**config.mk**
```make
export PLATFORM = sky130hd
export DESIGN_NAME = fixed_partition_fit_allocator_core
export DESIGN_NICKNAME = d
export VERILOG_FILES = /design/src/fpfa_pkg.sv /design/src/fixed_partition_fit_allocator_core.sv /design/src/fpfa_cell.sv /design/src/fpfa_ctrl.sv
export SDC_FILE = /design/constraint.sdc
export NUM_CORES = 2
export LEC_CHECK = 0
export BUFFER_PORTS_ARGS = -buffer_cell sky130_fd_sc_hd__buf_2
export CAP_MARGIN = 10
export CORE_UTILIZATION = 58
export DETAILED_ROUTE_END_ITERATION = 10
export PLACE_DENSITY = 0.77
export RECOVER_POWER = 25
export SLEW_MARGIN = 40
export SYNTH_ARGS = -nofsm -noshare
export SYNTH_HDL_FRONTEND = slang
export SYNTH_SLANG_ARGS = --single-unit
```
**constraint.sdc**
```tcl
create_clock -name clk -period 5.78 [get_ports clk]
set_input_delay 0.578 -clock clk [delete_from_list [all_inputs] [get_ports clk]]
set_output_delay 0.578 -clock clk [all_outputs]
set_load 0.02 [all_outputs]
```
**src/fpfa_pkg.sv**
```systemverilog
// Shared types, constants and codes for the fixed-partition fit allocator.
package fpfa_pkg;

    localparam int BLOCKS    = 16;
    localparam int PROCESSES = 16;
    localparam int SIZE_BITS = 16;

    localparam int BLK_W  = $clog2(BLOCKS);
    localparam int PID_W  = $clog2(PROCESSES);
    localparam int BIU_W  = 5;
    localparam int POL_W  = 2;
    localparam int M_W    = (BLK_W + 1 > BIU_W) ? BLK_W + 1 : BIU_W;
    localparam int FIELD_BLK_W = 4;
    localparam int FIELD_PID_W = 4;
    localparam int CFG_IDX_W   = 1;

    // Request kinds
    localparam logic [1:0] KIND_LOAD  = 2'd0;
    localparam logic [1:0] KIND_ALLOC = 2'd1;
    localparam logic [1:0] KIND_FREE  = 2'd2;
    localparam logic [1:0] KIND_CLEAR = 2'd3;

    // Fit policies
    localparam logic [POL_W-1:0] POL_FIRST = 2'd0;
    localparam logic [POL_W-1:0] POL_BEST  = 2'd1;
    localparam logic [POL_W-1:0] POL_WORST = 2'd2;
    localparam logic [POL_W-1:0] POL_NEXT  = 2'd3;

    // Result status codes
    localparam logic [2:0] ST_ALLOCATED = 3'd0;
    localparam logic [2:0] ST_NO_FIT    = 3'd1;
    localparam logic [2:0] ST_FREED     = 3'd2;
    localparam logic [2:0] ST_NOT_ALLOC = 3'd3;
    localparam logic [2:0] ST_LOADED    = 3'd4;
    localparam logic [2:0] ST_CLEARED   = 3'd5;
    localparam logic [2:0] ST_REJECTED  = 3'd6;

    // Register indexes
    localparam logic [CFG_IDX_W-1:0] CFG_FIT_POLICY    = 1'd0;
    localparam logic [CFG_IDX_W-1:0] CFG_BLOCKS_IN_USE = 1'd1;

    // Commands broadcast to the cells
    localparam logic [2:0] CMD_NONE  = 3'd0;
    localparam logic [2:0] CMD_LOAD  = 3'd1;
    localparam logic [2:0] CMD_ALLOC = 3'd2;
    localparam logic [2:0] CMD_FREE  = 3'd3;
    localparam logic [2:0] CMD_CLEAR = 3'd4;

    typedef struct packed {
        logic [1:0]             kind;
        logic [FIELD_BLK_W-1:0] block_index;
        logic [FIELD_PID_W-1:0] process_id;
        logic [SIZE_BITS-1:0]   amount;
    } req_t;

    typedef struct packed {
        logic [2:0]             status;
        logic [FIELD_BLK_W-1:0] chosen_block;
        logic [SIZE_BITS-1:0]   remaining;
    } rsp_t;

    typedef struct packed {
        logic [2:0]           op;
        logic [BLK_W-1:0]     block;
        logic [SIZE_BITS-1:0] amount;
    } cmd_t;

    // Search token that walks the cell row, one cell per cycle
    typedef struct packed {
        logic                 active;
        logic [SIZE_BITS-1:0] need;
        logic [M_W-1:0]       m;
        logic [POL_W-1:0]     policy;
        logic [BLK_W-1:0]     start;
        logic                 any_found;
        logic [BLK_W-1:0]     any_pick;
        logic [SIZE_BITS-1:0] any_rem;
        logic                 pref_found;
        logic [BLK_W-1:0]     pref_pick;
        logic [SIZE_BITS-1:0] pref_rem;
    } probe_t;

    typedef enum logic [1:0] {
        S_IDLE,
        S_EXEC,
        S_SEARCH,
        S_REPLY
    } state_t;

endpackage

```
**src/fixed_partition_fit_allocator_core.sv**
```systemverilog
// Top level of the fixed-partition fit allocator: sequencer plus a row of partition cells.
//
//  channel | direction | handshake             | payload
//  --------+-----------+-----------------------+-------------------------------------
//  req     | in        | req_valid / req_ready | kind, block_index, process_id, amount
//  rsp     | out       | rsp_valid / rsp_ready | status, chosen_block, remaining
//  cfg     | in        | cfg_we (no stall)     | cfg_index, cfg_data
//
// Load, free and clear-all requests go from the request transfer through the execute and reply
// steps to the result register, and the sequencer then returns to idle.
// Allocate adds a search step between execute and reply: the search token
// walks the cell row one partition per cycle and the pick is committed when it leaves
// the last cell.
// One request is in flight at a time; the next request transfer is taken once the
// previous result sits in the output register, even while that result waits.
// Reset clears all capacities, remaining sizes, ownership and the process table at once.
// A stalled rsp holds the result register; the sequencer waits in its reply step.
module fixed_partition_fit_allocator_core (
    input  logic                              clk,
    input  logic                              rst_n,
    input  logic                              req_valid,
    output logic                              req_ready,
    input  fpfa_pkg::req_t                    req,
    output logic                              rsp_valid,
    input  logic                              rsp_ready,
    output fpfa_pkg::rsp_t                    rsp,
    input  logic                              cfg_we,
    input  logic [fpfa_pkg::CFG_IDX_W-1:0]    cfg_index,
    input  logic [fpfa_pkg::BIU_W-1:0]        cfg_data
);

    fpfa_pkg::cmd_t   cmd;
    fpfa_pkg::probe_t chain [fpfa_pkg::BLOCKS+1];
    logic [fpfa_pkg::BLOCKS-1:0][fpfa_pkg::SIZE_BITS-1:0] caps;

    fpfa_ctrl u_ctrl (
        .clk        (clk),
        .rst_n      (rst_n),
        .req_valid  (req_valid),
        .req_ready  (req_ready),
        .req        (req),
        .rsp_valid  (rsp_valid),
        .rsp_ready  (rsp_ready),
        .rsp        (rsp),
        .cfg_we     (cfg_we),
        .cfg_index  (cfg_index),
        .cfg_data   (cfg_data),
        .cmd        (cmd),
        .probe_head (chain[0]),
        .probe_tail (chain[fpfa_pkg::BLOCKS]),
        .caps       (caps)
    );

    // Each cell owns one partition and advances the search token to its neighbor
    for (genvar i = 0; i < fpfa_pkg::BLOCKS; i++)
    begin : g_cell
        fpfa_cell u_cell (
            .clk       (clk),
            .rst_n     (rst_n),
            .cell_idx  (fpfa_pkg::BLK_W'(i)),
            .cmd       (cmd),
            .probe_in  (chain[i]),
            .probe_out (chain[i+1]),
            .capacity  (caps[i])
        );
    end

endmodule

```
**src/fpfa_cell.sv**
```systemverilog
// One partition cell: capacity, remaining size, owner flag and one search stage.
module fpfa_cell (
    input  logic                               clk,
    input  logic                               rst_n,
    input  logic [fpfa_pkg::BLK_W-1:0]         cell_idx,
    input  fpfa_pkg::cmd_t                     cmd,
    input  fpfa_pkg::probe_t                   probe_in,
    output fpfa_pkg::probe_t                   probe_out,
    output logic [fpfa_pkg::SIZE_BITS-1:0]     capacity
);

    logic [fpfa_pkg::SIZE_BITS-1:0] cap_reg, cap_next;
    logic [fpfa_pkg::SIZE_BITS-1:0] rem_reg, rem_next;
    logic                           taken_reg, taken_next;
    fpfa_pkg::probe_t               probe_reg, probe_next;

    logic hit;
    logic elig;
    logic take_any;
    logic take_pref;

    assign hit = (cmd.block == cell_idx);

    always_comb
    begin
        cap_next   = cap_reg;
        rem_next   = rem_reg;
        taken_next = taken_reg;
        case (cmd.op)
            fpfa_pkg::CMD_LOAD:
            begin
                if (hit)
                begin
                    cap_next = cmd.amount;
                    rem_next = cmd.amount;
                end
            end
            fpfa_pkg::CMD_ALLOC:
            begin
                if (hit)
                begin
                    rem_next   = rem_reg - cmd.amount;
                    taken_next = 1'b1;
                end
            end
            fpfa_pkg::CMD_FREE:
            begin
                if (hit)
                begin
                    rem_next   = cap_reg;
                    taken_next = 1'b0;
                end
            end
            fpfa_pkg::CMD_CLEAR:
            begin
                taken_next = 1'b0;
            end
            default:
            begin
            end
        endcase
    end

    // Search stage: fold this block into the running pick
    always_comb
    begin
        elig = probe_in.active && (fpfa_pkg::M_W'(cell_idx) < probe_in.m)
               && !taken_reg && (rem_reg >= probe_in.need);
        take_any = elig && (!probe_in.any_found
                   || (probe_in.policy == fpfa_pkg::POL_BEST && rem_reg < probe_in.any_rem)
                   || (probe_in.policy == fpfa_pkg::POL_WORST && rem_reg > probe_in.any_rem));
        take_pref = elig && (probe_in.policy == fpfa_pkg::POL_NEXT)
                    && (cell_idx >= probe_in.start) && !probe_in.pref_found;
        probe_next = probe_in;
        if (take_any)
        begin
            probe_next.any_found = 1'b1;
            probe_next.any_pick  = cell_idx;
            probe_next.any_rem   = rem_reg;
        end
        if (take_pref)
        begin
            probe_next.pref_found = 1'b1;
            probe_next.pref_pick  = cell_idx;
            probe_next.pref_rem   = rem_reg;
        end
    end

    always_ff @(posedge clk or negedge rst_n)
    begin
        if (!rst_n)
        begin
            cap_reg   <= '0;
            rem_reg   <= '0;
            taken_reg <= 1'b0;
            probe_reg <= '0;
        end
        else
        begin
            cap_reg   <= cap_next;
            rem_reg   <= rem_next;
            taken_reg <= taken_next;
            probe_reg <= probe_next;
        end
    end

    assign probe_out = probe_reg;
    assign capacity  = cap_reg;

endmodule

```
**src/fpfa_ctrl.sv**
```systemverilog
// Sequencer: request intake, process table, cell commands and result register.
module fpfa_ctrl (
    input  logic                                            clk,
    input  logic                                            rst_n,
    input  logic                                            req_valid,
    output logic                                            req_ready,
    input  fpfa_pkg::req_t                                  req,
    output logic                                            rsp_valid,
    input  logic                                            rsp_ready,
    output fpfa_pkg::rsp_t                                  rsp,
    input  logic                                            cfg_we,
    input  logic [fpfa_pkg::CFG_IDX_W-1:0]                  cfg_index,
    input  logic [fpfa_pkg::BIU_W-1:0]                      cfg_data,
    output fpfa_pkg::cmd_t                                  cmd,
    output fpfa_pkg::probe_t                                probe_head,
    input  fpfa_pkg::probe_t                                probe_tail,
    input  logic [fpfa_pkg::BLOCKS-1:0][fpfa_pkg::SIZE_BITS-1:0] caps
);

    fpfa_pkg::state_t                state_reg, state_next;
    fpfa_pkg::req_t                  item_reg;
    fpfa_pkg::rsp_t                  res_reg, res_next;
    fpfa_pkg::rsp_t                  rsp_reg, rsp_next;
    logic                            rsp_valid_reg, rsp_valid_next;
    logic [fpfa_pkg::POL_W-1:0]      policy_reg;
    logic [fpfa_pkg::BIU_W-1:0]      biu_reg;
    logic [fpfa_pkg::BLK_W-1:0]      nfs_reg, nfs_next;
    logic [fpfa_pkg::PROCESSES-1:0]  held_valid_reg;
    logic [fpfa_pkg::BLK_W-1:0]      held_blk_reg [fpfa_pkg::PROCESSES];

    logic                            held_set;
    logic                            held_clr;
    logic                            held_clr_all;
    logic [fpfa_pkg::BLK_W-1:0]      held_set_blk;

    logic [fpfa_pkg::M_W-1:0]        m_eff;
    logic [fpfa_pkg::PID_W-1:0]      pid_idx;
    logic                            pid_ok;
    logic                            alloc_go;
    logic [fpfa_pkg::BLK_W-1:0]      free_blk;
    logic                            free_ok;
    logic                            load_ok;
    logic                            slot_free;
    logic                            pick_found;
    logic [fpfa_pkg::BLK_W-1:0]      pick_blk;
    logic [fpfa_pkg::SIZE_BITS-1:0]  pick_rem;

    assign m_eff   = (fpfa_pkg::M_W'(biu_reg) > fpfa_pkg::M_W'(fpfa_pkg::BLOCKS))
                     ? fpfa_pkg::M_W'(fpfa_pkg::BLOCKS) : fpfa_pkg::M_W'(biu_reg);
    assign pid_idx = fpfa_pkg::PID_W'(item_reg.process_id);
    assign pid_ok  = (32'(item_reg.process_id) < fpfa_pkg::PROCESSES);
    assign alloc_go = pid_ok && !held_valid_reg[pid_idx];
    assign free_blk = held_blk_reg[pid_idx];
    assign free_ok  = pid_ok && held_valid_reg[pid_idx]
                      && (fpfa_pkg::M_W'(free_blk) < m_eff);
    assign load_ok  = (32'(item_reg.block_index) < 32'(m_eff));
    assign slot_free = !rsp_valid_reg || rsp_ready;

    // Next fit prefers the first fit at or after the start point
    assign pick_found = probe_tail.any_found;
    assign pick_blk   = (probe_tail.policy == fpfa_pkg::POL_NEXT && probe_tail.pref_found)
                        ? probe_tail.pref_pick : probe_tail.any_pick;
    assign pick_rem   = (probe_tail.policy == fpfa_pkg::POL_NEXT && probe_tail.pref_found)
                        ? probe_tail.pref_rem : probe_tail.any_rem;

    always_comb
    begin
        state_next = state_reg;
        case (state_reg)
            fpfa_pkg::S_IDLE:
            begin
                if (req_valid)
                begin
                    state_next = fpfa_pkg::S_EXEC;
                end
            end
            fpfa_pkg::S_EXEC:
            begin
                if (item_reg.kind == fpfa_pkg::KIND_ALLOC && alloc_go)
                begin
                    state_next = fpfa_pkg::S_SEARCH;
                end
                else
                begin
                    state_next = fpfa_pkg::S_REPLY;
                end
            end
            fpfa_pkg::S_SEARCH:
            begin
                if (probe_tail.active)
                begin
                    state_next = fpfa_pkg::S_REPLY;
                end
            end
            fpfa_pkg::S_REPLY:
            begin
                if (slot_free)
                begin
                    state_next = fpfa_pkg::S_IDLE;
                end
            end
            default:
            begin
                state_next = fpfa_pkg::S_IDLE;
            end
        endcase
    end

    always_comb
    begin
        req_ready      = 1'b0;
        cmd            = '0;
        probe_head     = '0;
        res_next       = res_reg;
        nfs_next       = nfs_reg;
        held_set       = 1'b0;
        held_clr       = 1'b0;
        held_clr_all   = 1'b0;
        held_set_blk   = pick_blk;
        rsp_next       = rsp_reg;
        rsp_valid_next = rsp_valid_reg && !rsp_ready;
        case (state_reg)
            fpfa_pkg::S_IDLE:
            begin
                req_ready = 1'b1;
            end
            fpfa_pkg::S_EXEC:
            begin
                res_next = '{status: fpfa_pkg::ST_REJECTED, chosen_block: '0, remaining: '0};
                case (item_reg.kind)
                    fpfa_pkg::KIND_LOAD:
                    begin
                        if (load_ok)
                        begin
                            cmd.op     = fpfa_pkg::CMD_LOAD;
                            cmd.block  = fpfa_pkg::BLK_W'(item_reg.block_index);
                            cmd.amount = item_reg.amount;
                            res_next   = '{status: fpfa_pkg::ST_LOADED,
                                           chosen_block: item_reg.block_index,
                                           remaining: item_reg.amount};
                        end
                    end
                    fpfa_pkg::KIND_ALLOC:
                    begin
                        if (alloc_go)
                        begin
                            probe_head.active = 1'b1;
                            probe_head.need   = item_reg.amount;
                            probe_head.m      = m_eff;
                            probe_head.policy = policy_reg;
                            probe_head.start  = (fpfa_pkg::M_W'(nfs_reg) < m_eff) ? nfs_reg : '0;
                        end
                    end
                    fpfa_pkg::KIND_FREE:
                    begin
                        res_next.status = fpfa_pkg::ST_NOT_ALLOC;
                        if (free_ok)
                        begin
                            cmd.op    = fpfa_pkg::CMD_FREE;
                            cmd.block = free_blk;
                            held_clr  = 1'b1;
                            res_next  = '{status: fpfa_pkg::ST_FREED,
                                          chosen_block: fpfa_pkg::FIELD_BLK_W'(free_blk),
                                          remaining: caps[free_blk]};
                        end
                    end
                    fpfa_pkg::KIND_CLEAR:
                    begin
                        cmd.op       = fpfa_pkg::CMD_CLEAR;
                        held_clr_all = 1'b1;
                        nfs_next     = '0;
                        res_next.status = fpfa_pkg::ST_CLEARED;
                    end
                    default:
                    begin
                    end
                endcase
            end
            fpfa_pkg::S_SEARCH:
            begin
                if (probe_tail.active)
                begin
                    if (pick_found)
                    begin
                        cmd.op     = fpfa_pkg::CMD_ALLOC;
                        cmd.block  = pick_blk;
                        cmd.amount = probe_tail.need;
                        held_set   = 1'b1;
                        nfs_next   = pick_blk;
                        res_next   = '{status: fpfa_pkg::ST_ALLOCATED,
                                       chosen_block: fpfa_pkg::FIELD_BLK_W'(pick_blk),
                                       remaining: pick_rem - probe_tail.need};
                    end
                    else
                    begin
                        res_next = '{status: fpfa_pkg::ST_NO_FIT, chosen_block: '0,
                                     remaining: '0};
                    end
                end
            end
            fpfa_pkg::S_REPLY:
            begin
                if (slot_free)
                begin
                    rsp_next       = res_reg;
                    rsp_valid_next = 1'b1;
                end
            end
            default:
            begin
            end
        endcase
    end

    always_ff @(posedge clk or negedge rst_n)
    begin
        if (!rst_n)
        begin
            state_reg      <= fpfa_pkg::S_IDLE;
            rsp_valid_reg  <= 1'b0;
            policy_reg     <= fpfa_pkg::POL_FIRST;
            biu_reg        <= fpfa_pkg::BIU_W'(16);
            nfs_reg        <= '0;
            held_valid_reg <= '0;
        end
        else
        begin
            state_reg     <= state_next;
            rsp_valid_reg <= rsp_valid_next;
            nfs_reg       <= nfs_next;
            if (cfg_we)
            begin
                case (cfg_index)
                    fpfa_pkg::CFG_FIT_POLICY:    policy_reg <= cfg_data[fpfa_pkg::POL_W-1:0];
                    fpfa_pkg::CFG_BLOCKS_IN_USE: biu_reg    <= cfg_data;
                    default:
                    begin
                    end
                endcase
            end
            if (held_clr_all)
            begin
                held_valid_reg <= '0;
            end
            else if (held_clr)
            begin
                held_valid_reg[pid_idx] <= 1'b0;
            end
            else if (held_set)
            begin
                held_valid_reg[pid_idx] <= 1'b1;
            end
        end
    end

    // Payload registers: no reset
    always_ff @(posedge clk)
    begin
        if (req_valid && req_ready)
        begin
            item_reg <= req;
        end
        if (held_set)
        begin
            held_blk_reg[pid_idx] <= held_set_blk;
        end
        res_reg <= res_next;
        rsp_reg <= rsp_next;
    end

    assign rsp_valid = rsp_valid_reg;
    assign rsp       = rsp_reg;

    // Search results come back only while a search is pending
    a_probe_in_search: assert property (@(posedge clk) disable iff (!rst_n)
        probe_tail.active |-> (state_reg == fpfa_pkg::S_SEARCH))
        else $error("search token returned outside a search");

    // Allocation commits only at the end of a search
    a_alloc_in_search: assert property (@(posedge clk) disable iff (!rst_n)
        (cmd.op == fpfa_pkg::CMD_ALLOC) |-> (state_reg == fpfa_pkg::S_SEARCH))
        else $error("allocation committed outside a search");

    // A reply with a free slot always shows up on the output next cycle
    a_reply_lands: assert property (@(posedge clk) disable iff (!rst_n)
        (state_reg == fpfa_pkg::S_REPLY && slot_free) |=> rsp_valid_reg)
        else $error("result lost on the way to the output register");

    // A search launch never overlaps an outstanding token
    a_single_token: assert property (@(posedge clk) disable iff (!rst_n)
        probe_head.active |-> (state_reg == fpfa_pkg::S_EXEC && !probe_tail.active))
        else $error("second search token launched");

endmodule
```
# --- Word level (Yosys, flattened, before mapping) ---
# Memories as Yosys holds them, arrays and structs flattened. A register that Yosys moved wholly into a read port is not among the register bits.
# Index checks and enable logic that the tools add are counted.
op_classes:
  addsub: 17
  magnitude_cmp: 85
  eq_ne: 125
  n_mux: 198
  bitwise: 4
  n_reduce_logical: 287
ops:
  columns: ["operator", "n"]
  rows:
  - ["$mux W16", 54]
  - ["$pmux W16 S3", 16]
  - ["$mux W21", 35]
  - ["$sub A16 B16 Y16", 17]
  - ["$ge A16 B16 Y1", 16]
  - ["$gt A16 B16 Y1", 15]
  - ["$lt A16 B16 Y1", 15]
  - ["$logic_and A1 B1 Y1", 146]
  - ["$ne A2 B1 Y1 const B", 52]
  - ["$pmux W23 S2", 2]
  - ["$mux W28", 3]
  - ["$eq A2 B2 Y1 const B", 36]
  - ["$reduce_and A4 Y1", 17]
  - ["$bmux W16 S4", 1]
  - ["$reduce_and A3 Y1", 17]
  - ["$logic_not A1 Y1", 49]
  - ["$mux W1", 48]
  - ["$pmux W1 S3", 16]
  - ["$mux W23", 2]
  - ["$mux W22", 2]
  - ["$lt A4 B5 Y1 const A", 8]
  - ["$pmux W20 S2", 1]
  - ["$reduce_and A2 Y1", 20]
  - ["$eq A2 B1 Y1 const B", 17]
  - ["other kinds (37)", 111]
word_totals:
  regBits: 1741
  mem_bits_rw: 64
  in_bits: 37
  elab_cells: 955
  mem_count: 1
memory_table:
  columns: ["name", "words", "word_bits", "read_ports", "rd_ports_with_merged_regs", "wr", "line", "source"]
  rows:
  - ["u_ctrl.held_blk_reg", 16, 4, 1, 1, 1, "fpfa_ctrl.sv:29", "logic [fpfa_pkg::BLK_W-1:0] held_blk_reg [fpfa_pkg::PROCESSES];"]

# --- Depth between registers and ports, before layout ---
logic_depth:
  word_depth: 14
  mapped_depth: 23

# --- Modules after synthesis ---
# A second synthesis with hierarchy kept.
hier_totals:
  hier_cells: 9597
  hier_area_um2: 101427.3
modules_own_cells:
  columns: ["module", "n_inst", "cells_each", "area_each_um2"]
  rows:
  - ["fpfa_cell at g_cell[0].u_cell ...", 14, 540, 5645.4]
  - ["fpfa_ctrl", 1, 949, 11099.4]
  - ["fpfa_cell at g_cell[9].u_cell", 1, 544, 5645.4]
  - ["fpfa_cell at g_cell[8].u_cell", 1, 542, 5639.2]
  - ["fixed_partition_fit_allocator_core", 1, 2, 7.5]

# --- Least setup slack after synthesis ---
# OpenSTA, ideal clock, no wires.
synth_path:
  path_kind: "flip-flop to flip-flop"
  start: "reg u_ctrl.biu_reg[4] (netlist bit)"
  end: "reg g_cell[7].u_cell.rem_reg[15] (netlist bit)"
  setup_ns: 0.126
  t_arrival_ns: 5.634
  required_time_ns: 5.654
  slack_ns: 0.020
  path_stages_with_launch: 21
  period_less_slack_ns: 5.760
  path_cell_list: "dfstp_2 -> buf_2 -> inv_1 -> nand2_1 -> ha_1 -> o21ai_0 -> o21ai_0 -> a21oi_1 -> clkbuf_1 -> a22oi_1 -> clkbuf_1 -> ha_1 -> nand2b_1 -> a21oi_1 -> o41ai_1 -> o2111ai_1 -> o211ai_1 -> o21ai_0 -> or4_1 -> and3_1 -> a311o_1"
synth_between:
  elab_chain_cells: 10
  word_cells_on_any_way: 24
  classes_between: "add/sub (1); order compare (3); eq/ne (7); mux (10); reduce/logical (3)"
synth_rtl:
  columns: ["item", "line", "source"]
  rows:
  - ["from (decl)", "fpfa_ctrl.sv:26", "logic [fpfa_pkg::BIU_W-1:0] biu_reg;"]
  - ["from (signal assigned)", "fpfa_ctrl.sv:222", "biu_reg <= fpfa_pkg::BIU_W'(16);"]
  - ["from (signal assigned)", "fpfa_ctrl.sv:235", "fpfa_pkg::CFG_BLOCKS_IN_USE: biu_reg <= cfg_data;"]
  - ["$gt A5 B5 Y1", "fpfa_ctrl.sv:48", "assign m_eff = (fpfa_pkg::M_W'(biu_reg) > fpfa_pkg::M_W'(fpfa_pkg::BLOCKS))"]
  - ["$mux W5 *", "fpfa_ctrl.sv:49", "? fpfa_pkg::M_W'(fpfa_pkg::BLOCKS) : fpfa_pkg::M_W'(biu_reg);"]
  - ["$lt A4 B5 Y1", "fpfa_ctrl.sv:55", "&& (fpfa_pkg::M_W'(free_blk) < m_eff);"]
  - ["$logic_and A1 B1 Y1", "fpfa_ctrl.sv:55", null]
  - ["$mux W6", "fpfa_ctrl.sv:157", "if (free_ok)"]
  - ["$pmux W3 S3 / $pmux W4 S2 (equally long branches)", "fpfa_ctrl.sv:130", "case (item_reg.kind)"]
  - ["$pmux W23 S2 *", "fpfa_ctrl.sv:122", "case (state_reg)"]
  - ["parallel branches: the longest is 3 deep, another holds $sub A16 B16 Y16", null, null]
  - ["to (signal assigned)", "fpfa_cell.sv:101", "rem_reg <= rem_next;"]
  - ["to (decl)", "fpfa_cell.sv:13", "logic [fpfa_pkg::SIZE_BITS-1:0] rem_reg, rem_next;"]
# Mark *: on every way between the ends. The select of a mux whose other input is x is not followed.
# A chain may end at the register's enable or synchronous reset.

==> flow_metrics.tcl <==
set metrics [dict create \
    cts-buffers-inserted 183 \
    vias_per_cell 6.41 \
    cts_root_buffer "clkbuf_16" \
    drt_iter0_markers 7846 \
    critPathMaxStageDelay_ns 0.63 \
    hold_path.class "in2reg" \
    regArea_um2 45000 \
    synth_edf_count 136 \
    multi_input_area_um2 42000 \
    pwr-share-seq_pct 41.5 \
    grtUsageTotal_pct 39.5 \
    leakagePower_uw 0.0479 \
    io_pins 62 \
    cp-end-kind "flop" \
    rsz0062_at_grt "no" \
    holdWs_ns 0.0524 \
    drt.antenna.violating_nets 0 \
    syn_avg_cell_area_um2 10.9 \
    hold_viol 0 \
    fill_cells 11594 \
    grt_pass1_vias 67399 \
    final_util_pct 65.5 \
    cts_sinks 1771 \
    holdPathStages 3 \
    path_class "reg2reg" \
    largest_register_ff_count 1073 \
    critPathTopFamily "simple AND/OR/NAND/NOR gates" \
    num_rows 144 \
    drt-wirelength-per-cell_um 29.2 \
    drc_errors 0 \
    async_flop_share_pct 92.1 \
    seq_area_frac_synth_pct 49.9 \
    cp_max_fo 15 \
    initial_core_util_pct 58.5 \
    power.switching_uw 10100 \
    die_height_um 396 \
    coreArea_um2 154000 \
    cp-start-kind "flop" \
    fin_nets 9246 \
    routed_wl_um 309000 \
    clkLatencyLatePin_ns 0.85 \
    synthesis.area_um2 90100 \
    fin_crit_sh_pct 95.2 \
    pwr-share-comb_pct 20.4 \
    r2r_cells 14 \
    crit_chain "buf_4 > mux4_2 > mux4_2 > ha_1 > nor2b_1 > a221oi_1 > and3_1 > a21boi_1 > o21bai_4 > nand2_1 > buf_4 > nand2_1 > nor3_1 > a21oi_1" \
    antenna_found_initial 12 \
    dieArea_um2 157000 \
    yosys_warnings 0 \
    syn_nets 9102 \
    synthFlopType "dfrtp_1" \
    cp_num_buf_inv 2 \
    port_buffers 61 \
    p_clk_share_pct 38.2 \
    grt_max_degree 174 \
    path_depth 14 \
    routabilityCongestion 1.01 \
    die_x_um 396 \
    drive_above_1_share_pct 15.2 \
    cts-htree-levels 4 \
    violations "capacitance limit, slew limit" \
    syn_inst 8234 \
    p_sw_share_pct 30.2 \
    min_period_ns 5.51 \
    pwr_density_cell_nw_per_um2 330 \
    reg2reg_setup_slack_ns 0.27 \
    slowest_stage "nor3_1" \
    clockBufferDepth 3 \
    synth-seq-cells 1771 \
    grt.overflow.total 0 \
    finalClockSkew_ns 0.0504 \
    max_slew_margin_pct -199 \
    layout-area-overhead-vs-synth_pct 11.9 \
    drv_slew 68 \
    drtPass1Iterations 7 \
    vias 67829 \
    synth_cell_types 88 \
    status "complete, but fails checks" \
    arrival_ns 6.17 \
    max_freq_mhz 182 \
    finalSetupTns_ns 0 \
    worst_setup_hold_path_clk_slew_ns 0.07 \
    drv_cap 1 \
    power.internal_uw 23200 \
    worstMarginPinSlew_ns 4.48 \
    vdd_ir_drop_max_v 0.000337 \
    cp.required_ns 6.45 \
    cts_tree "built" \
    grt_pass1_wl_um 450000 \
    post-dp-hpwl_um 228000 \
    setup_viol_count_final 0 \
]
[per-stage QoR]
step                power (uW)  instances  instance area (um^2)  worst slack [ns]
floorplan                18200       8234                 90100            0.0197
finish                   33300      10586                101000             0.275
global route             34400      10577                101000            0.0289
detailed placement       20500      10199                 93800             0.435
CTS                      33200      10571                101000             0.392
global placement         20400      10196                 93600             0.584
[routing by layer]
metal / part of all wire (%) / global-route usage (%)
met3: 10 / 10.0
met5: 0.013 / 0
met2: 44 / 59.1
met4: 8.4 / 27.8
met1: 38 / 50.4
[path summary, 6_finish.rpt]
check | from | endpoint
worst max register to register | flop | g_cell[15].u_cell.rem_reg[0]$_DFFE_PN0P_
worst min register to register | g_cell[2].u_cell.probe_out[48]$_DFF_PN0_ | g_cell[3].u_cell.probe_out[48]$_DFF_PN0_
worst max-delay path | flop | g_cell[15].u_cell.rem_reg[0]$_DFFE_PN0P_
worst min-delay path | rsp_ready | u_ctrl.rsp_valid$_DFF_PN0_
min in group asynchronous | rst_n | g_cell[15].u_cell.probe_out[46]$_DFF_PN0_
max in group asynchronous | rst_n | g_cell[4].u_cell.probe_out[37]$_DFF_PN0_
[power by group through the flow]
stage                     logic, uW  clock network [uW]  registers, uW
after CTS                      6590               12800          13800
after detailed placement       6510                   0          14000
after floorplan                4550                   0          13600
after global placement         6380                   0          14000
final                          6780               12700          13800
after global routing           7330               13300          13800
[worst reg2reg max path: stages (launching register included)]
cell and delay [ns]:
dfxtp_1 0.32, buf_4 0.30, mux4_2 0.59, mux4_2 0.59, ha_1 0.32, nor2b_1 0.15, a221oi_1 0.49, and3_1 0.25
a21boi_1 0.46, o21bai_4 0.10, nand2_1 0.48, buf_4 0.37, nand2_1 0.11, nor3_1 0.63, a21oi_1 0.17
[synth_stat cells, types with 21 or more instances]
library cell / instances / area (um^2)
a21oi_1: 436 / 2180
nor2_1: 425 / 1600
nor4_1: 21 / 131
ha_1: 814 / 10200
o31ai_1: 93 / 698
edfxtp_1: 136 / 4080
nor3_1: 119 / 596
dfrtp_1: 1630 / 40800
o21ai_0: 653 / 3270
buf_2: 30 / 150
mux2i_1: 64 / 641
nand2_1: 712 / 2670
nand3_1: 80 / 400
o21bai_1: 26 / 195
mux2_2: 499 / 5620
o21a_1: 74 / 556
a211oi_1: 122 / 916
xor2_1: 91 / 797
a31oi_1: 34 / 213
o21ai_1: 46 / 230
a21o_1: 194 / 1460
or2_2: 60 / 375
and2_1: 61 / 382
or3_1: 30 / 188
clkbuf_1: 265 / 995
mux4_2: 86 / 1940
o211ai_1: 27 / 203
buf_1: 35 / 131
inv_1: 577 / 2170
o22ai_1: 27 / 169
and3_1: 37 / 231
nand4_1: 66 / 413
a22oi_1: 21 / 158
nand2b_1: 117 / 732
a221oi_1: 33 / 289
xnor2_1: 111 / 972
nor2b_1: 96 / 601
[layout by cell type, fill, tap and decap left out, types with 79 or more instances in the layout]
cell	n
mux4_2	85
a211oi_1	122
buf_4	161
xnor2_1	111
ha_1	814
a21oi_1	433
xor2_1	91
a21o_1	193
nor2_1	417
dfrtp_1	1630
o31ai_1	93
nand2b_1	116
inv_1	575
nand2_1	711
clkbuf_16	183
nor3_1	111
mux2_2	499
nor2b_1	96
edfxtp_1	136
nand3_1	79
o21ai_0	652
[logic make-up (layout without fill, tap and decap cells)]
| group | count (synthesis) | in the layout | synth area share (%) |
|---|---|---|---|
| flip-flops | 1771 | 1771 | 49.9 |
| AND/OR/NAND/NOR | 1897 | 1897 | 9.90 |
| XOR/XNOR | 202 | 202 | 1.96 |
| adder cells (fa/ha/maj) | 831 | 831 | 11.7 |
| multiplexers | 649 | 649 | 9.10 |
| other | 0 | 9 | 0 |
| buffers and inverters | 912 | 1211 | 3.88 |
| AO/OA/AOI/OAI | 1972 | 1972 | 13.6 |
[area by class of cell]
cell class,instances,area share (%)
multi-input combinational,5551,41.6
inverter,577,2.15
clock inverter,109,1.53
timing repair buffer,294,2.56
clock buffer,231,4.96
sequential,1771,44.6
antenna,9,0.0223
tap,2044,2.54
[what timing repair did]
item / in CTS / in global routing
hold buffers: 32 / 0
setup endpoints to repair: 0 / 1
gates resized for setup: 0 / 1
buffers inserted: 0 / 0
endpoints found under the hold margin: 100 / 0
(Power assumes the default switching activity.)
